===== src/nbu_pkg.sv =====
`timescale 1ns / 1ps

package nbu_pkg;

  localparam int unsigned INDEX_W = 9;
  localparam int unsigned COEF_W  = 32;
  localparam int unsigned ACC_W   = 48;
  localparam int unsigned LEN_W   = 10;
  localparam int unsigned CMD_W   = 2;
  localparam int unsigned CODE_W  = 2;

  localparam int unsigned BLK_LEN_S = 128;
  localparam int unsigned BLK_LEN_M = 256;
  localparam int unsigned BLK_LEN_L = 512;

  localparam int unsigned DEFAULT_MAX_BLOCK = 512;

  // Read selection works in groups of this many cells.
  localparam int unsigned LANES  = 32;
  localparam int unsigned LANE_W = 5;

  localparam int unsigned APB_AW = 3;
  localparam int unsigned APB_DW = 32;

  localparam logic [CODE_W-1:0] BLK_CODE_S = 2'd0;
  localparam logic [CODE_W-1:0] BLK_CODE_M = 2'd1;
  localparam logic [CODE_W-1:0] BLK_CODE_L = 2'd2;

  localparam logic signed [ACC_W-1:0] ACC_MAX = {1'b0, {(ACC_W-1){1'b1}}};
  localparam logic signed [ACC_W-1:0] ACC_MIN = {1'b1, {(ACC_W-1){1'b0}}};

  typedef enum logic [CMD_W-1:0] {
    CMD_LOAD  = 2'd0,
    CMD_ACC   = 2'd1,
    CMD_READ  = 2'd2,
    CMD_CLEAR = 2'd3
  } cmd_e;

  typedef enum logic [0:0] {
    REG_BLOCK_SIZE = 1'b0,
    REG_UNBIND     = 1'b1
  } reg_e;

  typedef enum logic [1:0] {
    ST_IDLE,
    ST_EXEC,
    ST_RD,
    ST_RESP
  } state_e;

  // Broadcast from the controller to every cell of the row.
  typedef struct packed {
    logic                     shift;
    logic                     acc;
    logic                     use_next;
    logic                     clr;
    logic                     wr;
    logic [INDEX_W-1:0]       wr_addr;
    logic                     wr_bit;
    logic [INDEX_W-1:0]       j;
    logic signed [COEF_W-1:0] coef;
  } cell_ctrl_t;

  // Block length for a size code, capped at the number of cells built.
  function automatic logic [LEN_W-1:0] blk_len(logic [CODE_W-1:0] code, int unsigned ncell);
    int unsigned n;
    case (code)
      BLK_CODE_S: n = BLK_LEN_S;
      BLK_CODE_M: n = BLK_LEN_M;
      default:    n = BLK_LEN_L;
    endcase
    if (n > ncell) n = ncell;
    return LEN_W'(n);
  endfunction

endpackage


===== src/nbu_cell.sv =====
`timescale 1ns / 1ps

module nbu_cell import nbu_pkg::*; #(
  parameter int unsigned IDX = 0
) (
  input  logic                    clk_i,
  input  logic                    rst_ni,
  input  cell_ctrl_t              ctrl_i,
  input  logic                    active_i,
  input  logic                    sign_in_i,
  output logic                    sign_o,
  output logic signed [ACC_W-1:0] acc_o
);

  logic                    sign_q, sign_d;
  logic signed [ACC_W-1:0] acc_q, acc_d;
  logic                    sel_sign;
  logic                    before_j;
  logic                    neg;
  logic signed [COEF_W:0]  coef_x;
  logic signed [COEF_W:0]  delta;
  logic signed [ACC_W:0]   sum;

  assign before_j = INDEX_W'(IDX) < ctrl_i.j;
  // When the ring steps and accumulates in the same cycle, the sign arriving
  // from the neighbor is the one that lines up with the coefficient.
  assign sel_sign = ctrl_i.use_next ? sign_in_i : sign_q;
  // A stored zero means -1; positions that wrapped around flip once more.
  assign neg      = ~sel_sign ^ before_j;
  assign coef_x   = (COEF_W+1)'(ctrl_i.coef);
  assign delta    = neg ? -coef_x : coef_x;
  assign sum      = (ACC_W+1)'(acc_q) + (ACC_W+1)'(delta);

  always_comb begin
    sign_d = sign_q;
    if (active_i && ctrl_i.shift) begin
      sign_d = sign_in_i;
    end else if (ctrl_i.wr && (ctrl_i.wr_addr == INDEX_W'(IDX))) begin
      sign_d = ctrl_i.wr_bit;
    end
  end

  always_comb begin
    acc_d = acc_q;
    if (ctrl_i.clr) begin
      acc_d = '0;
    end else if (active_i && ctrl_i.acc) begin
      if (sum[ACC_W] != sum[ACC_W-1]) begin
        acc_d = sum[ACC_W] ? ACC_MIN : ACC_MAX;
      end else begin
        acc_d = sum[ACC_W-1:0];
      end
    end
  end

  always_ff @(posedge clk_i) begin
    sign_q <= sign_d;
  end

  always_ff @(posedge clk_i or negedge rst_ni) begin
    if (!rst_ni) begin
      acc_q <= '0;
    end else begin
      acc_q <= acc_d;
    end
  end

  assign sign_o = sign_q;
  assign acc_o  = acc_q;

endmodule


===== config.mk =====
export PLATFORM = sky130hd
export DESIGN_NAME = nbu_cell
export DESIGN_NICKNAME = d
export VERILOG_FILES = /design/src/nbu_pkg.sv /design/src/nbu_cell.sv
export SDC_FILE = /design/constraint.sdc
export NUM_CORES = 1
export LEC_CHECK = 0
export BUFFER_PORTS_ARGS = -buffer_cell sky130_fd_sc_hd__buf_2
export CORE_ASPECT_RATIO = 0.9
export CORE_UTILIZATION = 40
export CTS_CLUSTER_DIAMETER = 100
export DETAILED_ROUTE_END_ITERATION = 6
export GPL_TIMING_DRIVEN = 0
export PLACE_DENSITY_LB_ADDON = 0.2
export SLEW_MARGIN = 20
export SYNTH_ARGS = -nofsm -noshare
export SYNTH_HDL_FRONTEND = slang
export SYNTH_SLANG_ARGS = --single-unit
export TNS_END_PERCENT = 50

===== constraint.sdc =====
create_clock -name clk_i -period 5.1 [get_ports clk_i]
set_clock_uncertainty 0.15 [all_clocks]
set_input_delay 0.51 -clock clk_i [delete_from_list [all_inputs] [get_ports clk_i]]
set_output_delay 0.51 -clock clk_i [all_outputs]
set_load 0.1 [all_outputs]

======== Word-level counts from Yosys, hierarchy flattened ========
Cells that the tools add are included.
word-level totals
  input port bits ......................... 60
  output and inout port bits .............. 49
  word-level logic and storage cells ...... 22
  register bits after elaboration ......... 49
cells by class
  mux-type cells .......................... 8
  $add $sub $neg .......................... 2
  $lt $le $gt $ge ......................... 1
  reductions and logical operators ........ 6
  eq/ne operators ......................... 1
  bitwise logic cells ..................... 2
operators by type and width
  operator                                           number
  two-way mux 48 bit                                 4
  adder 48 x 33 -> 49 bit                            1
  two-way mux 33 bit                                 1
  negator 32 -> 33 bit                               1
  logical NOT 9 bit                                  1
  < comparator 1 x 9 -> 1 bit, first input constant  1
  nonzero test 2 bit                                 2
  logical AND 1 bit                                  3
  two-way mux 1 bit                                  3
  inequality test 1 bit                              1
  NOT 1 bit                                          1
  XOR 1 bit                                          1

======== Logic depth before layout (Yosys ltp) ========
Gate-level depths: netlist of the first run.
  depth after elaboration ................. 9
  gate-level depth with buffers ........... 21
  depth with buffers taken out ............ 19

======== Least setup slack after synthesis of the first run ========
OpenSTA, ideal clock, no wires.
  kind .................................... input -> register
  start ................................... input port ctrl_i[4] (netlist bit)
  end ..................................... register acc_q[46], in the netlist acc_o[46]
  setup time .............................. 131 ps
  arrival ................................. 4884 ps
  required time ........................... 4819 ps
  cell stages on the path ................. 21
  setup slack ............................. -65 ps
  cell sequence ........................... nor3_1 -> nand2b_1 -> or3_1 -> nor3_2 -> nand3_1 -> or3_1 -> nor2_1 -> a211oi_1 -> a21o_1 -> ha_1 -> buf_2 -> nand2_1 -> o21ai_1 -> a211oi_1 -> a211oi_2 -> nor3_1 -> or4b_4 -> o221a_4 -> buf_2 -> a32oi_1 -> o21ai_1
between the ends
  longest elaborated chain between the ends .. 7
ends and longest elaborated chain
  item                                                                line                            text
  start: declaration                                                  nbu_cell.sv:8                   input cell_ctrl_t ctrl_i,
  negator 32 -> 33 bit                                                nbu_cell.sv:31                  assign delta = neg ? -coef_x : coef_x;
  two-way mux 33 bit *                                                nbu_cell.sv:31
  adder 48 x 33 -> 49 bit *                                           nbu_cell.sv:32                  assign sum = (ACC_W+1)'(acc_q) + (ACC_W+1)'(delta);
  two-way mux 48 bit / inequality test 1 bit (equally long branches)  nbu_cell.sv:49, nbu_cell.sv:48
  two-way mux 48 bit *                                                nbu_cell.sv:48                  if (sum[ACC_W] != sum[ACC_W-1]) begin
  two-way mux 48 bit *                                                nbu_cell.sv:47                  end else if (active_i && ctrl_i.acc) begin
  two-way mux 48 bit *                                                nbu_cell.sv:45                  if (ctrl_i.clr) begin
  end signal: assignment                                              nbu_cell.sv:62                  acc_q <= '0;
  end signal: assignment                                              nbu_cell.sv:64                  acc_q <= acc_d;
  end: declaration                                                    nbu_cell.sv:16                  logic signed [ACC_W-1:0] acc_q, acc_d;
Every way passes the cells marked *; elsewhere a longest branch is shown, timed or not. The select of a mux whose other input is x is not followed.
A chain may end at the register's enable or synchronous reset.

======== Worst setup path in the final report of the first run ========
  start ................................... input port ctrl_i[3] (netlist bit)
  end ..................................... register acc_q[26], in the netlist acc_o[26]
The elaborated chain is that of the path after synthesis.

==> flow_summary.json, run 1 <==
{
  "cap_violations": 0,
  "setup_viol": 47,
  "worst-path-max-fanout": 8,
  "arrival_ns": 5.31,
  "antenna_found_initial": 0,
  "relSlewSlack_pct": 38.8,
  "final_area_um2": 7510,
  "clockRootBuffer": "clkbuf_16",
  "synth_top_area_cell": "dfrtp_1",
  "irDropWorstVdd_v": 0.000184,
  "ys_types": 72,
  "drt_iter0_markers": 331,
  "hpwl_mm": 14.0,
  "grt_use_total_pct": 25.2,
  "drt_pass1_iterations": 5,
  "rsz0062_at_grt": "true",
  "path_clk_slew_ns": 0.07,
  "cts.htree.levels": 2,
  "nNetsFinal": 1006,
  "synth_edf_count": 1,
  "syn_inst": 754,
  "fin_tns_setup_ns": -5.74,
  "leakage_nw": 3.43,
  "grt_overflow": 0,
  "end_kind": "flip-flop",
  "p_per_area_nw_per_um2": 360,
  "grt_max_degree": 49,
  "timing.hold.ws_ns": 0.0648,
  "clock_path_buffers": 2,
  "violations": "setup timing",
  "wl_per_cell_um": 17.1,
  "first_global_vias": 5872,
  "finalCritPeriodShare_pct": 104,
  "vias": 6178,
  "insertion_delay_ns": 0.30,
  "min_path_type": "in2async",
  "finalHoldViolCount": 0,
  "die_w_um": 128,
  "synthFlopType": "dfrtp_1",
  "max_slew.worst_pin.slew_ns": 0.913,
  "yosysSeqAreaShare_pct": 21.5,
  "fillerInstances": 1373,
  "drcViolationCount": 0,
  "cts_tree": "built",
  "ios": 109,
  "postCtsHoldBufs": 0,
  "status": "finished with violations",
  "dpl_cell_area_um2": 6550,
  "initial_utilization_pct": 40.9,
  "critical_path_class": "in2reg",
  "synth_nets": 865,
  "synth_seq_cells": 49,
  "postRouteWirelength_mm": 18.6,
  "maxSlewViolCount": 0,
  "clock_sinks": 49,
  "area_delta_synth_final_pct": 31.0,
  "async_flop_share_pct": 98.0,
  "worst_slack_ns": -0.179,
  "antenna_cells": 0,
  "fmax_mhz": 189,
  "cp-start-kind": "primary input",
  "cts_buffers": 5,
  "core-area_um2": 14000,
  "via_per_inst": 5.68,
  "critPathRequiredTime_ns": 5.13,
  "final_util_pct": 53.6,
  "routabilityCongestion": 0.899,
  "numPortBuffers": 108,
  "final_antenna_net_count": 0,
  "syn_area_um2": 5730,
  "die_h_um": 116,
  "dp_slack_ns": -1.21,
  "synthTopCellsByArea": "dfrtp_1, ha_1, xnor2_1",
  "avgSynthCellArea_um2": 7.60,
  "rows": 41,
  "grt_first_pass_wirelength_mm": 29.6,
  "yosysWarnings": 0,
  "period_needed_ns": 5.28,
  "reg2reg_depth": 16,
  "synth_top_area_share_pct": 21.0,
  "drive_gt1_share_pct": 28.6,
  "die_area_um2": 14800
}
cell type report:
cell class	instances	area [um^2]	area share [%]
Buffer	30	233	3.10
Clock buffer	7	143	1.90
Inverter	23	86.3	1.15
Multi-Input combinational cell	652	4800	63.9
Sequential cell	49	1230	16.4
Tap cell	193	241	3.22
Timing Repair Buffer	134	772	10.3
routing by layer:
metal | share of wire (%) | vias up | track usage [%]
li1 | - | 3045 | -
met1 | 49 | 2921 | 35.6
met2 | 44 | 187 | 40.3
met3 | 5.2 | 25 | 3.74
met4 | 1.7 | 0 | 6.90
met5 | 0 | - | 0
synthesized netlist by cell type (all sizes together) (3+ instances only):
| cell type | instances |
|---|---|
| o31ai | 11 |
| nand2b | 7 |
| o21bai | 7 |
| a2111oi | 4 |
| o21a | 8 |
| a41oi | 4 |
| nand2 | 86 |
| nor2 | 74 |
| o211ai | 6 |
| or4 | 3 |
| clkbuf | 15 |
| nor3 | 14 |
| and3 | 6 |
| dfrtp | 48 |
| nor4 | 6 |
| a22o | 5 |
| buf | 16 |
| nor3b | 3 |
| a221o | 3 |
| nand4 | 9 |
| a21o | 26 |
| and4 | 4 |
| ha | 50 |
| a21boi | 6 |
| nand3 | 16 |
| a211oi | 13 |
| o21ai | 95 |
| a21oi | 67 |
| o41ai | 3 |
| xnor2 | 47 |
| inv | 23 |
| or2 | 4 |
| a32oi | 3 |
| and2 | 5 |
| or3 | 8 |
| xor2 | 21 |
layout by cell type (no fill, tap or decap), drive strengths merged, types with 3 or more instances in the layout:
cell / n
and4: 4
or2: 4
o211ai: 6
nand3: 16
a21boi: 6
inv: 23
or3: 8
a21oi: 67
and2: 5
clkbuf: 22
dfrtp: 48
ha: 50
o21ai: 95
o41ai: 3
nor4: 6
o31ai: 11
xor2: 21
o21a: 8
a2111oi: 4
o21bai: 7
buf: 149
xnor2: 47
a221o: 3
nor3b: 3
or4: 3
a22o: 5
and3: 6
nor3: 14
nor2: 74
a32oi: 3
nand2: 86
a211oi: 13
a41oi: 4
a21o: 27
nand2b: 7
nand4: 9
path summary, 6_finish.rpt:
path                             from        end  slack, ns
max                         ctrl_i[3]  acc_o[26]      -0.18
max reg2reg                    sign_o  acc_o[45]       0.21
min                            rst_ni   acc_o[9]       0.06
min in group clk_i         ctrl_i[52]  acc_o[47]       0.28
min reg2reg                 acc_o[12]  acc_o[12]       0.37
max in group asynchronous      rst_ni  acc_o[17]       4.25
cell families after synthesis:
kind of cell	after synthesis	share of synthesized area, %
AOI/OAI and AO/OA	276	31.4
xor gates and xnor gates	68	10.4
adders and majority gates	51	11.3
buffers and inverters	54	3.91
DFF	49	21.5
muxes	3	0.764
and+or+nand+nor	253	20.8
through the flow:
stage          cells  power [mW]
3_3_place_gp    1055        2.09
4_1_cts         1069        2.52
2_1_floorplan    754        1.75
6_report        1088        2.70
3_5_place_dp    1055        2.09
5_1_grt         1088        2.88
flip-flops by register name, indices dropped and copies added, names as in the netlist:
name,cells
sign_o,1
acc_o,48
critical path: stages:
cell and delay (ns):
buf_8 0.10, nor3_4 0.18, nand2b_1 0.09, or3_4 0.39, nor3_4 0.30, nand3_4 0.15, or3_4 0.45, nor2_4 0.15
a211oi_4 0.10, a21o_4 0.32, ha_4 0.29, buf_6 0.11, nand4_1 0.16, nor3_2 0.24, nand3_2 0.12, nor4_4 0.28
nor3_4 0.08, or4b_4 0.55, o221a_4 0.32, buf_12 0.16, a21oi_2 0.14, o21ai_0 0.09
what timing repair did:
item | CTS | global route
setup endpoints to repair | 48 | 47
setup buffers | 6 | 19
cloned | 1 | 1
pin swaps | 15 | 37
resized for setup | 57 | 84
report_power, final:
part	internal (mW)	switching, mW	leakage, nW
combinational	0.637	1.22	2.69
clock	0.193	0.157	0.0700
sequential	0.442	0.0573	0.664
No activity file was read; power rests on OpenSTA's default activity.
==> run 2: changes to the inputs <==
PLACE_DENSITY = 0.58   (was unset)
PLACE_DENSITY_LB_ADDON = unset   (was 0.2)
RECOVER_POWER = 100   (was unset)
==> flow_summary.json, run 2 (same netlist as run 1, synthesis figures left out) <==
{
  "critPathRequiredTime_ns": 5.13,
  "violations": "DRC, capacitance limit, slew limit",
  "clockRootBuffer": "clkbuf_16",
  "numPortBuffers": 108,
  "drt_pass1_iterations": 7,
  "nNetsFinal": 1000,
  "finalHoldViolCount": 0,
  "cts_buffers": 5,
  "finalCritPeriodShare_pct": 99.8,
  "hold_path_end": "acc_o[47]",
  "postCtsHoldBufs": 0,
  "clock_sinks": 49,
  "dp.cells": 1055,
  "hold_depth": 2,
  "mostFrequentLayoutCell": "nand2_1",
  "antenna_cells": 0,
  "routabilityCongestion": 0.898,
  "grt_overflow": 0,
  "path_clk_slew_ns": 0.07,
  "critical_path.max_stage_delay_ns": 0.57,
  "postRouteWirelength_mm": 19.6,
  "crit_family": "simple AND/OR/NAND/NOR gates",
  "via_per_inst": 5.79,
  "leakage_nw": 3.22,
  "min_path_type": "in2reg",
  "end_kind": "flip-flop",
  "maxSlewViolCount": 49,
  "final_antenna_net_count": 0,
  "antenna_found_initial": 0,
  "irDropWorstVdd_v": 0.000154,
  "worst_slack_ns": 0.0115,
  "die_area_um2": 14800,
  "setup_viol": 0,
  "rsz0062_at_grt": "true",
  "arrival_ns": 5.11,
  "worstSetupPathDepth": 22,
  "die_w_um": 128,
  "drive_gt1_share_pct": 23.9,
  "fin_cells": 1083,
  "cts_tree": "built",
  "die_h_um": 116,
  "r2r_end": "acc_o[38]",
  "grt_use_total_pct": 26.2,
  "ios": 109,
  "intPower_mw": 1.26,
  "cp-start-kind": "primary input",
  "critical_path_class": "in2reg",
  "wl_per_cell_um": 18.1,
  "fillerInstances": 1376,
  "status": "finished with violations",
  "period_needed_ns": 5.09,
  "vias": 6272,
  "dp_slack_ns": -1.28,
  "swShare_pct": 53.8,
  "cts.htree.levels": 2,
  "insertion_delay_ns": 0.30,
  "core-area_um2": 14000,
  "grt_max_degree": 49,
  "area_delta_synth_final_pct": 31.4,
  "crit_chain": "buf_8, nor3_4, nand2b_1, or3_4, nor3_4, nand3_4, or3_4, nor2_4, a211oi_4, a21o_4, ha_4, buf_6, nand4_1, nor3_2, nand3_2, nor4_4, nor3_2, or4b_4, o221a_4, buf_6, a21oi_2, o21ai_0",
  "r2r_slack_ns": 0.21,
  "drcViolationCount": 3,
  "worst-path-max-fanout": 10,
  "fmax_mhz": 197,
  "p_sw_mw": 1.47,
  "seq_power_share_pct": 18.4,
  "path_buf_inv": 3,
  "reg2reg_depth": 16,
  "clock_path_buffers": 2,
  "min-delay-start": "ctrl_i[52]",
  "p_per_area_nw_per_um2": 362,
  "grt_first_pass_wirelength_mm": 30.5,
  "clock_power_share_pct": 13.8,
  "drt_iter0_markers": 448,
  "final_cell_mix": "nand2_1, nor2_1, a21oi_1",
  "rows": 41,
  "relSlewSlack_pct": -93.2,
  "first_global_vias": 5908,
  "r2r_start": "sign_o",
  "largest_reg_flops": 48,
  "max_slew.worst_pin.slew_ns": 2.90,
  "hpwl_mm": 14.7,
  "crit_slowest_cell": "or4b_4",
  "cap_violations": 1,
  "combPwrFrac_pct": 67.8,
  "initial_utilization_pct": 40.9
}
run 2: worst max-delay path by stage:
| stage | start | end |
|---|---|---|
| global route | ctrl_i[4] | acc_o[46] |
| detailed placement | ctrl_i[2] | acc_o[38] |
| floorplan | ctrl_i[4] | acc_o[46] |
| CTS | ctrl_i[4] | acc_o[46] |
| finish | ctrl_i[4] | acc_o[38] |
| global placement | ctrl_i[2] | acc_o[2] |
run 2: cell type report:
cell class,instances,area [um^2],area share (%)
Buffer,30,230,3.06
Clock buffer,7,153,2.03
Clock inverter,1,5.00,0.0665
Inverter,23,86.3,1.15
Multi-Input combinational cell,652,4920,65.4
Sequential cell,49,1230,16.3
Tap cell,193,241,3.21
Timing Repair Buffer,128,659,8.76
run 2: repair_timing:
action / CTS / global route
resized for setup: 69 / 89
gates cloned: 1 / 0
setup endpoints to repair: 48 / 47
setup buffers: 6 / 14
pin swaps: 19 / 31
run 2: through the flow:
stage | hold slack (ns) | setup TNS, ns | cell area [um^2] | utilization, % | total power [mW]
after floorplan | 0.0644 | 0 | 5770 | - | 1.75
after global placement | 0.346 | -47.30 | 6550 | 46.8 | 2.10
after detailed placement | 0.350 | -52.08 | 6550 | 46.8 | 2.11
after CTS | 0.129 | -0.00827 | 7060 | 50.4 | 2.57
after global routing | 0.254 | -3.25 | 7530 | 53.8 | 2.88
final | 0.265 | 0 | 7530 | 53.8 | 2.72
run 2: metal layers:
| layer | track usage (%) | vias up | wire, um |
|---|---|---|---|
| met5 | 0 | - | 0 |
| met4 | 6.43 | 0 | 260 |
| li1 | - | 3034 | - |
| met3 | 2.95 | 18 | 1070 |
| met2 | 40.9 | 208 | 8540 |
| met1 | 38.5 | 3012 | 9740 |
run 2: worst reg2reg max path, stage by stage, from the launching register on:
cell and delay (ns):
edfxtp_1 0.42, mux2i_2 0.46, xor2_4 0.37, buf_4 0.30
o41ai_1 0.13, xnor2_1 0.16, ha_1 0.38, o21ai_0 0.10
a21oi_1 0.19, a41oi_1 0.18, a211oi_2 0.46, a211oi_4 0.15
or4b_4 0.58, o221a_4 0.28, buf_6 0.17, a21oi_2 0.16
o21ai_0 0.12
run 2: power groups by stage:
stage / combinational [mW] / sequential [mW] / clock, mW
finish: 1.85 / 0.502 / 0.375
detailed placement: 1.61 / 0.500 / 0
floorplan: 0.878 / 0.872 / 0
CTS: 1.69 / 0.493 / 0.383
global route: 1.98 / 0.508 / 0.396
global placement: 1.60 / 0.498 / 0
