<file path="config.mk">
export PLATFORM = sky130hd
export DESIGN_NAME = nbu_ctrl
export DESIGN_NICKNAME = d
export VERILOG_FILES = /design/src/nbu_pkg.sv /design/src/nbu_ctrl.sv
export SDC_FILE = /design/constraint.sdc
export NUM_CORES = 1
export LEC_CHECK = 0
export CAP_MARGIN = 10
export CELL_PAD_IN_SITES_DETAIL_PLACEMENT = 0
export CELL_PAD_IN_SITES_GLOBAL_PLACEMENT = 1
export CORE_UTILIZATION = 32
export DETAILED_ROUTE_END_ITERATION = 16
export DONT_BUFFER_PORTS = 1
export GPL_ROUTABILITY_DRIVEN = 0
export PLACE_DENSITY_LB_ADDON = 0.1
export SYNTH_ARGS = -nofsm -noshare
export SYNTH_HDL_FRONTEND = slang
export SYNTH_SLANG_ARGS = --single-unit
</file>
<file path="constraint.sdc">
create_clock -name clk_i -period 6.95 [get_ports clk_i]
set_input_delay 1.39 -clock clk_i [delete_from_list [all_inputs] [get_ports clk_i]]
set_output_delay 1.39 -clock clk_i [all_outputs]
set_load 0.03 [all_outputs]
</file>
<file path="src/nbu_pkg.sv">
`timescale 1ns / 1ps

package nbu_pkg;

  localparam int unsigned INDEX_W = 9;
  localparam int unsigned COEF_W  = 32;
  localparam int unsigned ACC_W   = 48;
  localparam int unsigned LEN_W   = 10;
  localparam int unsigned CMD_W   = 2;
  localparam int unsigned CODE_W  = 2;

  localparam int unsigned BLK_LEN_S = 128;
  localparam int unsigned BLK_LEN_M = 256;
  localparam int unsigned BLK_LEN_L = 512;

  localparam int unsigned DEFAULT_MAX_BLOCK = 512;

  // Read selection works in groups of this many cells.
  localparam int unsigned LANES  = 32;
  localparam int unsigned LANE_W = 5;

  localparam int unsigned APB_AW = 3;
  localparam int unsigned APB_DW = 32;

  localparam logic [CODE_W-1:0] BLK_CODE_S = 2'd0;
  localparam logic [CODE_W-1:0] BLK_CODE_M = 2'd1;
  localparam logic [CODE_W-1:0] BLK_CODE_L = 2'd2;

  localparam logic signed [ACC_W-1:0] ACC_MAX = {1'b0, {(ACC_W-1){1'b1}}};
  localparam logic signed [ACC_W-1:0] ACC_MIN = {1'b1, {(ACC_W-1){1'b0}}};

  typedef enum logic [CMD_W-1:0] {
    CMD_LOAD  = 2'd0,
    CMD_ACC   = 2'd1,
    CMD_READ  = 2'd2,
    CMD_CLEAR = 2'd3
  } cmd_e;

  typedef enum logic [0:0] {
    REG_BLOCK_SIZE = 1'b0,
    REG_UNBIND     = 1'b1
  } reg_e;

  typedef enum logic [1:0] {
    ST_IDLE,
    ST_EXEC,
    ST_RD,
    ST_RESP
  } state_e;

  // Broadcast from the controller to every cell of the row.
  typedef struct packed {
    logic                     shift;
    logic                     acc;
    logic                     use_next;
    logic                     clr;
    logic                     wr;
    logic [INDEX_W-1:0]       wr_addr;
    logic                     wr_bit;
    logic [INDEX_W-1:0]       j;
    logic signed [COEF_W-1:0] coef;
  } cell_ctrl_t;

  // Block length for a size code, capped at the number of cells built.
  function automatic logic [LEN_W-1:0] blk_len(logic [CODE_W-1:0] code, int unsigned ncell);
    int unsigned n;
    case (code)
      BLK_CODE_S: n = BLK_LEN_S;
      BLK_CODE_M: n = BLK_LEN_M;
      default:    n = BLK_LEN_L;
    endcase
    if (n > ncell) n = ncell;
    return LEN_W'(n);
  endfunction

endpackage

</file>
<file path="src/nbu_ctrl.sv">
`timescale 1ns / 1ps

module nbu_ctrl import nbu_pkg::*; #(
  parameter int unsigned NCELL = DEFAULT_MAX_BLOCK
) (
  input  logic                     clk_i,
  input  logic                     rst_ni,
  input  logic                     in_valid_i,
  output logic                     in_ready_o,
  input  logic [CMD_W-1:0]         command_i,
  input  logic [INDEX_W-1:0]       index_i,
  input  logic                     sign_bit_i,
  input  logic signed [COEF_W-1:0] coefficient_i,
  output logic                     out_valid_o,
  input  logic                     out_ready_i,
  output logic signed [ACC_W-1:0]  result_value_o,
  output logic [INDEX_W-1:0]       result_index_o,
  output logic                     range_error_o,
  input  logic [CODE_W-1:0]        cfg_code_i,
  input  logic                     unbind_i,
  input  logic signed [ACC_W-1:0]  rd_value_i,
  output logic [INDEX_W-1:0]       rd_index_o,
  output logic [CODE_W-1:0]        ring_code_o,
  output cell_ctrl_t               cell_ctrl_o
);

  state_e                   state_q, state_d;
  logic [INDEX_W-1:0]       rot_q, rot_d;
  logic [CODE_W-1:0]        ring_code_q, ring_code_d;

  cmd_e                     cmd_q;
  logic [INDEX_W-1:0]       idx_q;
  logic                     sbit_q;
  logic signed [COEF_W-1:0] coef_q;

  logic                     ov_q;
  logic signed [ACC_W-1:0]  val_q;
  logic [INDEX_W-1:0]       oidx_q;
  logic                     oerr_q;

  logic [LEN_W-1:0]         n_ring, n_cfg;
  logic [LEN_W-1:0]         idx_x, rot_x, rot_nx;
  logic [INDEX_W-1:0]       rot_inc;
  logic                     range_err, realign, involute;
  logic [LEN_W-1:0]         pos, addr_sum, addr_wrap;
  logic                     done, load_out;
  cell_ctrl_t               cc;

  assign n_ring    = blk_len(ring_code_q, NCELL);
  assign n_cfg     = blk_len(cfg_code_i, NCELL);
  assign idx_x     = LEN_W'(idx_q);
  assign rot_x     = LEN_W'(rot_q);
  assign rot_nx    = rot_x + LEN_W'(1);
  assign rot_inc   = (rot_nx == n_ring) ? '0 : rot_nx[INDEX_W-1:0];
  assign range_err = idx_x >= n_cfg;
  // The ring only takes a new length while it sits unrotated.
  assign realign   = n_ring != n_cfg;

  // Logical sign position p lives in cell (p + rotation) mod N.
  assign involute  = unbind_i && (idx_q != '0);
  assign pos       = involute ? (n_ring - idx_x) : idx_x;
  assign addr_sum  = pos + rot_x;
  assign addr_wrap = (addr_sum >= n_ring) ? (addr_sum - n_ring) : addr_sum;

  always_comb begin
    state_d        = state_q;
    rot_d          = rot_q;
    ring_code_d    = ring_code_q;
    done           = 1'b0;
    load_out       = 1'b0;
    cc             = '0;
    cc.j           = idx_q;
    cc.coef        = coef_q;
    cc.wr_addr     = addr_wrap[INDEX_W-1:0];
    cc.wr_bit      = involute ? ~sbit_q : sbit_q;
    case (state_q)
      ST_IDLE: begin
        done = 1'b1;
      end
      ST_EXEC: begin
        if (cmd_q == CMD_CLEAR) begin
          cc.clr = 1'b1;
          done   = 1'b1;
        end else if (range_err) begin
          state_d = ST_RESP;
        end else if (cmd_q == CMD_READ) begin
          state_d = ST_RD;
        end else if (realign) begin
          if (rot_q == '0) begin
            ring_code_d = cfg_code_i;
          end else begin
            cc.shift = 1'b1;
            rot_d    = rot_inc;
          end
        end else if (cmd_q == CMD_LOAD) begin
          cc.wr = 1'b1;
          done  = 1'b1;
        end else if (rot_q == idx_q) begin
          cc.acc = 1'b1;
          done   = 1'b1;
        end else begin
          cc.shift = 1'b1;
          rot_d    = rot_inc;
          if (rot_inc == idx_q) begin
            cc.acc      = 1'b1;
            cc.use_next = 1'b1;
            done        = 1'b1;
          end
        end
      end
      ST_RD: begin
        state_d = ST_RESP;
      end
      ST_RESP: begin
        if (!ov_q || out_ready_i) begin
          load_out = 1'b1;
          state_d  = ST_IDLE;
        end
      end
      default: begin
        state_d = ST_IDLE;
      end
    endcase
    if (done) begin
      state_d = in_valid_i ? ST_EXEC : ST_IDLE;
    end
  end

  always_ff @(posedge clk_i or negedge rst_ni) begin
    if (!rst_ni) begin
      state_q     <= ST_IDLE;
      rot_q       <= '0;
      ring_code_q <= BLK_CODE_L;
      ov_q        <= 1'b0;
    end else begin
      state_q     <= state_d;
      rot_q       <= rot_d;
      ring_code_q <= ring_code_d;
      if (load_out) begin
        ov_q <= 1'b1;
      end else if (out_ready_i) begin
        ov_q <= 1'b0;
      end
    end
  end

  always_ff @(posedge clk_i) begin
    if (done && in_valid_i) begin
      cmd_q  <= cmd_e'(command_i);
      idx_q  <= index_i;
      sbit_q <= sign_bit_i;
      coef_q <= coefficient_i;
    end
    if (load_out) begin
      val_q  <= range_err ? '0 : rd_value_i;
      oidx_q <= idx_q;
      oerr_q <= range_err;
    end
  end

  assign in_ready_o     = done;
  assign out_valid_o    = ov_q;
  assign result_value_o = val_q;
  assign result_index_o = oidx_q;
  assign range_error_o  = oerr_q;
  assign rd_index_o     = idx_q;
  assign ring_code_o    = ring_code_q;
  assign cell_ctrl_o    = cc;

endmodule

</file>
# --- Word-level counts from Yosys, hierarchy flattened ---
# Index checks and enable logic that the tools add are counted.
# W data, S select, Z words.
totals:
  ff_bits: 116
  in_bits: 99
  wordCells: 104
  out_inout_bits: 127
op_classes:
  bitwise_logic: 4
  muxes: 49
  n_addsub: 4
  eq_ne: 17
  n_lt_le_gt_ge: 4
  reduce_logical: 15
op_table:
  columns: ["cell", "count"]
  rows:
  - ["$gt A32 B10 Y1 const B", 2]
  - ["$mux W9", 6]
  - ["$pmux W10 S2", 2]
  - ["$mux W10", 3]
  - ["$mux W1", 24]
  - ["$eq A9 B9 Y1", 2]
  - ["$mux W2", 7]
  - ["$mux W3", 4]
  - ["$add A10 B9 Y10", 1]
  - ["$add A9 B1 Y10 const B", 1]
  - ["$eq A10 B10 Y1", 1]
  - ["$ge A10 B10 Y1", 1]
  - ["$ge A9 B10 Y1", 1]
  - ["$ne A10 B10 Y1", 1]
  - ["$sub A10 B9 Y10", 1]
  - ["$logic_not A9 Y1", 1]
  - ["$reduce_bool A9 Y1", 1]
  - ["$sub A9 B9 Y9", 1]
  - ["$eq A2 B2 Y1 const B", 4]
  - ["$logic_not A2 Y1", 4]
  - ["$reduce_and A7 Y1", 1]
  - ["$eq A2 B1 Y1 const B", 3]
  - ["$ne A2 B2 Y1 const B", 3]
  - ["$ne A3 B3 Y1 const B", 2]
  - ["other kinds (12)", 16]

# --- Logic depth before layout (Yosys ltp) ---
# Gate-level depths: netlist of the first run.
depth:
  ltp_word: 17
  ltp_mapped: 20
  mapped_depth_nobuf: 20

# --- Worst setup path after synthesis of the first run ---
# OpenSTA, ideal clock, no wires.
synth_path:
  kind: "register to output"
  startpoint: "reg idx_q[2], in the netlist rd_index_o[2]"
  endpoint: "out cell_ctrl_o[49] in the netlist's numbering"
  path_slack_ns: 0.461
  stages_incl_launch_ff: 19
  n_path_buf: 1
  t_required_ns: 5.560
  arrival_ns: 5.099
  path_cell_list: "edfxtp_1 buf_2 nor3_1 nand3b_1 o41ai_2 mux2_2 fa_1 a21o_1 a21oi_1 nor2b_1 o21a_1 o21ai_0 nand2b_1 a21oi_1 xnor2_1 ha_1 or3_1 o211ai_1 mux2i_1"
synth_rtl:
  columns: ["element", "line_no", "rtl"]
  rows:
  - ["start, declared", "nbu_ctrl.sv:32", "logic [INDEX_W-1:0] idx_q;"]
  - ["start signal, assigned", "nbu_ctrl.sv:150", "idx_q <= index_i;"]
  - ["end, declared", "nbu_ctrl.sv:24", "output cell_ctrl_t cell_ctrl_o"]

==> results of run 1 <==
## through the flow
stage                     total power (W)  util (%)  instance area [sq um]  setup slack [ns]  instances
final                             0.00307      38.2                   6400             0.437        671
after global routing              0.00323      38.2                   6400            0.0305        671
after CTS                         0.00311      38.0                   6370             0.135        668
after detailed placement          0.00232      34.8                   5830             0.360        636
after global placement            0.00231      34.8                   5830             0.572        636
after floorplan                   0.00210         -                   5540             0.461        425
## where the power goes
part	leakage (nW)	switching [W]	internal, W
clock	0.257	0.000318	0.000455
sequential	1.13	0.000419	0.00102
combinational	0.959	0.000577	0.000283
## critical path: stages, from the launching register on
cell and delay, ns:
edfxtp_1 0.41, nor3_2 0.26, nand3b_1 0.23, o41ai_4 0.32, buf_4 0.19, mux2_2 0.36, ha_1 0.28, a21o_1 0.15
a21oi_1 0.21, nor2b_1 0.07, o21a_1 0.18, o21ai_0 0.14, nand2b_1 0.07, a21oi_1 0.22, xor2_1 0.12, ha_1 0.30
nor4b_1 0.23, nand2_1 0.08, o311ai_0 0.29, o211ai_1 0.19, mux2_2 0.39
## path summary, 6_finish.rpt
| check | slack [ns] | start | end |
|---|---|---|---|
| worst max-delay path | 0.44 | rd_index_o[2] | cell_ctrl_o[50] |
| worst max register to register | 2.96 | rd_index_o[7] | sbit_q |
| worst min register to register | 0.59 | state_q[0] | out_valid_o |
| min in group asynchronous | 0.67 | rst_ni | rot_q[7] |
| max in group asynchronous | 6.10 | rst_ni | ring_code_o[1] |
| worst min-delay path | 0.59 | state_q[0] | out_valid_o |
## state kept, by name, indices dropped and copies added, names as in the netlist
| register | flops |
|---|---|
| cmd_q | 2 |
| coef_q | 32 |
| out_valid_o | 1 |
| range_error_o | 1 |
| rd_index_o | 9 |
| result_index_o | 9 |
| result_value_o | 48 |
| ring_code_o | 2 |
| rot_q | 9 |
| sbit_q | 1 |
| state_q | 2 |
## cells in the mapped netlist, drive strengths merged (2+ instances only)
cell type	instances	area share, %
a211o	4	0.63
a21o	2	0.27
a21oi	15	1.4
and2	5	0.61
and3	3	0.45
and4	2	0.38
buf	13	1.6
clkbuf	11	0.74
dfrtp	13	5.9
edfxtp	102	55
ha	19	4.3
inv	14	0.95
mux2	6	1.2
mux2i	3	0.54
nand2	23	1.6
nand2b	8	0.90
nand3	6	0.54
nand3b	2	0.27
nand4	2	0.50
nor2	27	1.8
nor2b	53	6.0
nor3	8	0.72
nor4	3	0.45
nor4b	5	0.90
o2111ai	2	0.32
o21a	6	0.81
o21ai	9	0.81
o311ai	2	0.32
or3	4	0.45
xnor2	18	2.8
xor2	19	3.0
## per-layer routing
metal	up-vias	global-route usage (%)
met5	-	0
met4	0	6.12
met3	17	5.59
met2	142	24.4
met1	1613	18.5
li1	1552	-
## cell families after synthesis
logic type,after synthesis,share of synthesized area (%)
AO/OA/AOI/OAI,51,6.73
flip-flops,116,61.6
buffers and inverters,38,3.27
XOR/XNOR,37,5.85
adder cells (fa/ha/maj),20,4.65
AND/OR/NAND/NOR,154,16.1
multiplexers,9,1.76
## cell type report
class	count	area, sq um	area share, %
flip-flops and latches	116	3410	53.4
multi-input cells	271	1990	31.1
clock buffers	17	425	6.65
well taps	220	275	4.30
repair buffers	18	135	2.11
clock inverters	15	106	1.66
inverters	14	52.6	0.821
## timing repair
item	4_1_cts	5_1_grt
resized for setup	1	1
hold endpoints to repair	0	0
pin swaps	0	1
endpoints found under the setup margin	2	2
buffers inserted	0	3
==> summary.txt, run 1 <==
Flow run
  • Max cap viols: 0

Timing
  • Slew Viols, Final: 0
  • Final period util: 93.7%
  • Fin Hold WS: 0.588 ns
  • Final clock skew: 0.00585 ns
  • Tightest Pin Transition: 0.995 ns
  • Final Setup Violations: 0
  • Crit path time final: 6.51 ns
  • Fin. Hold Viols: 0
  • Worst slew margin: 33.2%
  • RSZ-0062 raised after global routing: no
  • F_max: 154 MHz
  • Fin Setup TNS: 0 ns

Cells and area
  • Layout area overhead: 15.4%
  • Commonest non-fill, non-tap cell in the layout: edfxtp_1
  • Nets: 557
  • Commonest non-fill, non-tap cells in the layout: edfxtp_1, nor2b_1, nor2_1
  • Layout cells sized above 1: 15.5%
  • Fill count: 1618
  • Ant diodes: 0

Logic synthesis
  • #FFs+latches synth: 116
  • Synth warnings: 0
  • Predominant post-synthesis flop cell: edfxtp_1
  • Number of synthesized flops with an enable pin: 102
  • Post-synth net total: 544
  • Netlist Area Pre-Place: 5540 sq um
  • Post-synthesis async set-or-reset flop share: 12.1%
  • Mapped Cells: 425
  • Mean post-synth cell area: 13.0 sq um
  • Register area share after synthesis: 61.6%
  • Post-synth cell types: 57

Floorplan
  • Die H: 134 um
  • Die W: 134 um
  • Die area: 17900 sq um
  • Row cnt: 47
  • Core area: 16800 sq um
  • I/O pin cnt: 226
  • Starting Density: 33.1%

CTS
  • Hold-fix buffers, CTS: 0
  • Sinks on the clock net: 116
  • CTS Buf Count: 17
  • CTS clk-pin slew, worst paths: 0.06 ns
  • Longest Clk Path Bufs: 2
  • Clock Tree Root: clkbuf_16
  • CTS tree: done
  • Clk Latency, worst-skew pair: 0.41 ns
  • H-tree Lvls: 4

Route
  • Met2 wire len: 6680 um
  • Detail Route Antenna Nets: 0
  • Met3 wire len: 868 um
  • DR vias: 3324
  • Top layer in use: met4
  • Vias/cell: 4.95
  • DR WL/cell: 20.2 um
  • WL met1: 5840 um
  • Drt first pass iters: 4
  • DRT iter0 DRCs: 209
  • Overall routed net length: 13600 um
  • # DRC: 0

Hold path
  • Hold path depth: 2
  • Min-Delay Path Class: reg2reg

Global route
  • First-pass GRT wire length: 20000 um
  • Number of global-route vias before repair: 3336
  • Global Route Usage Sum: 15.2%
  • Largest net degree at the start of global routing: 59
  • GRT overflow: 0
  • Initial antenna violation count: 0

Setup path
  • Crit path max fanout: 6
  • Setup CP Type: reg2out
  • Worst-case reg-to-reg path depth: 12
  • Worst setup EP type: output port
  • Worst Setup Start Kind: register
  • Required @ worst endpoint: 5.56 ns
  • WP data arrival: 5.12 ns

Placement
  • Input/output buffers: 0
  • Post-DP HPWL: 9970 um

Power
  • Leak Pwr: 2.35 nW
  • Pwr/cell area: 479 nW/um^2
  • Worst VDD drop: 0.290 mV

Run status
  • Status: complete, no violations
(Power assumes the default switching activity.)
==> run 2, diff against run 1 <==
- ABC_AREA: default -> 1
==> run 2 against run 1 <==
Hold slack improved by 0.0022 ns; first-iteration DRC count decreased by 15%; non-clock buffer count decreased by 2; area after synthesis increased by 1.5%; fmax increased by 4.9%; sequential share of layout area decreased by 1.6 points; clock-buffer cell count unchanged; synthesized cell count increased by 29%; largest power group unchanged; combinational power increased by 27%; wire length increased by 3.0%.
==> summary.txt, run 2 <==
Route
  • DR vias: 3734
  • DR WL/cell: 17.3 um
  • Drt first pass iters: 4
  • Detail Route Antenna Nets: 0
  • # DRC: 0
  • Overall routed net length: 14000 um
  • Vias/cell: 4.63
  • DRT iter0 DRCs: 177

Logic synthesis
  • Register area share after synthesis: 60.7%
  • Top post-synthesis cells by count: edfxtp_1, inv_1, nor2_1
  • Netlist Area Pre-Place: 5620 sq um
  • Top post-synthesis cells by area: edfxtp_1, inv_1, dfrtp_1, nor2_1, nand2_1
  • Mapped Cells: 550
  • Top-count cell post-synth: edfxtp_1
  • Number of synthesized flops with an enable pin: 102
  • Predominant post-synthesis flop cell: edfxtp_1
  • Synth warnings: 0
  • Yosys top cell area share: 54.5%
  • #FFs+latches synth: 116
  • Post-synth net total: 669
  • Mean post-synth cell area: 10.2 sq um
  • Area leader, netlist: edfxtp_1
  • Post-synth cell types: 38
  • Post-synthesis async set-or-reset flop share: 12.1%

Cells and area
  • Nets: 689
  • Layout cells sized above 1: 12.2%
  • Max reg flops: 48
  • Fin util: 38.3%
  • Fill count: 1689
  • Commonest non-fill, non-tap cell in the layout: edfxtp_1
  • Ant diodes: 0
  • Layout area overhead: 17.3%
  • Commonest non-fill, non-tap cells in the layout: edfxtp_1, inv_1, nor2_1
  • Post-route design area: 6600 sq um

CTS
  • Longest Clk Path Bufs: 2
  • Hold-fix buffers, CTS: 0
  • CTS clk-pin slew, worst paths: 0.06 ns
  • Clock Tree Root: clkbuf_16
  • Sinks on the clock net: 116
  • CTS Buf Count: 17
  • CTS tree: done
  • H-tree Lvls: 4
  • Clk Latency, worst-skew pair: 0.41 ns
  • Post-CTS Resized: 0
  • Post-CTS setup buffer count: 0

Timing
  • Fin. Hold Viols: 0
  • Worst slew margin: 28.2%
  • Fin Hold WS: 0.590 ns
  • Final Setup Violations: 0
  • Tightest Pin Transition: 1.07 ns
  • Crit path time final: 6.21 ns
  • Final period util: 89.3%
  • RSZ-0062 raised after global routing: no
  • Final clock skew: 0.00802 ns
  • F_max: 161 MHz
  • Slew Viols, Final: 0
  • Fin Setup TNS: 0 ns

Setup path
  • Worst setup EP type: output port
  • Setup CP Type: reg2out
  • CP peak stage delay: 0.41 ns
  • Crit path max fanout: 9
  • Most frequent CP cell: nand2_1
  • RR Startpoint: rd_index_o[0]
  • Required @ worst endpoint: 5.56 ns
  • Worst Setup Start Kind: register
  • WP data arrival: 4.82 ns
  • CP Launch Point: rd_index_o[2]
  • Slowest CP cell: o21ai_0

Global route
  • Number of global-route vias before repair: 3785
  • Largest net degree at the start of global routing: 59
  • GRT overflow: 0
  • Initial antenna violation count: 0
  • Global Route Usage Sum: 15.8%
  • First-pass GRT wire length: 21100 um

Hold path
  • Min-Delay Path Class: reg2reg
  • Hold wc startpoint: state_q[0]

Placement
  • Cell Area, Placed: 5940 sq um
  • Input/output buffers: 0
  • Post-DP HPWL: 10600 um

Power
  • Worst VDD drop: 0.216 mV
  • Leak Pwr: 2.78 nW
  • Pwr/cell area: 521 nW/um^2

Floorplan
  • Die area: 18100 sq um
  • Die W: 135 um
  • I/O pin cnt: 226
  • Die H: 135 um
  • Row cnt: 48
  • Core area: 17200 sq um
  • Starting Density: 32.6%

Flow run
  • Max cap viols: 0

Run status
  • Status: complete, no violations
[run 2: cell types whose count changed in the layout (fill, tap and decap cells not counted), sizes merged, moves of 6 or more]
cell,delta
mux2,-6
nor2,+66
xnor2,-15
nor2b,-53
nand2,+62
o21a,-6
o21ai,+14
nand3,+29
nand2b,-8
inv,+86
[run 2: worst paths after layout]
path	endpoint	slack, ns	depth (start not counted)
worst min register to register	state_q[1]	0.59	2
worst max register to register	rd_index_o[4]	3.40	12
worst min-delay path	state_q[1]	0.59	2
min in group asynchronous	rot_q[3]	0.67	0
worst max-delay path	cell_ctrl_o[49]	0.74	28
max in group asynchronous	ring_code_o[1]	6.10	0
[run 2: final cells by class]
type                            instances  area (sq um)  share of cell area (%)
Timing Repair Buffer                   16           120                    1.82
Tap cell                              225           282                    4.27
Inverter                              102           383                    5.80
Sequential cell                       116          3410                    51.8
Clock buffer                           17           425                    6.45
Multi-Input combinational cell        317          1750                    26.5
Clock inverter                         14           226                    3.43
[run 2: cells by family (layout without fill, tap and decap cells)]
kind of cell,Yosys count,in the layout,synth area share [%]
AO/OA/AOI/OAI,51,51,5.25
AND/OR/NAND/NOR,223,223,17.4
adder cells (fa/ha/maj),20,20,4.58
XOR/XNOR,22,22,3.43
flip-flops,116,116,60.7
multiplexers,1,1,0.178
buffers and inverters,117,149,8.43
[run 2: metrics by stage]
step                total power (W)  cells  setup slack, ns
detailed placement          0.00251    776             1.08
global placement            0.00250    776             1.11
floorplan                   0.00223    550             1.07
global route                0.00365    807           0.0830
finish                      0.00344    807            0.742
CTS                         0.00349    807            0.637
[run 2: per-layer routing]
| metal | global-route usage [%] | wire length (um) | up-vias |
|---|---|---|---|
| met5 | 0 | 0 | - |
| met4 | 6.87 | 203 | 0 |
| met3 | 5.48 | 965 | 16 |
| met2 | 26.8 | 7000 | 154 |
| met1 | 18.0 | 5810 | 1727 |
| li1 | - | - | 1837 |
[run 2: power breakdown]
group | switching (W) | leakage (nW) | internal, W | total [W]
clock | 0.000326 | 0.311 | 0.000639 | 0.000965
combinational | 0.000781 | 1.35 | 0.000305 | 0.00109
sequential | 0.000375 | 1.12 | 0.00101 | 0.00139
total | 0.00148 | 2.78 | 0.00196 | 0.00344
[run 2: critical path: cells and delay by family (launching register included)]
family,cells,cell delay (ns)
AO/OA/AOI/OAI,6,1.12
XOR/XNOR,1,0.17
adder cells (fa/ha/maj),2,0.65
buffers and inverters,7,1.00
flip-flops,1,0.35
multiplexers,1,0.19
AND/OR/NAND/NOR,11,0.93
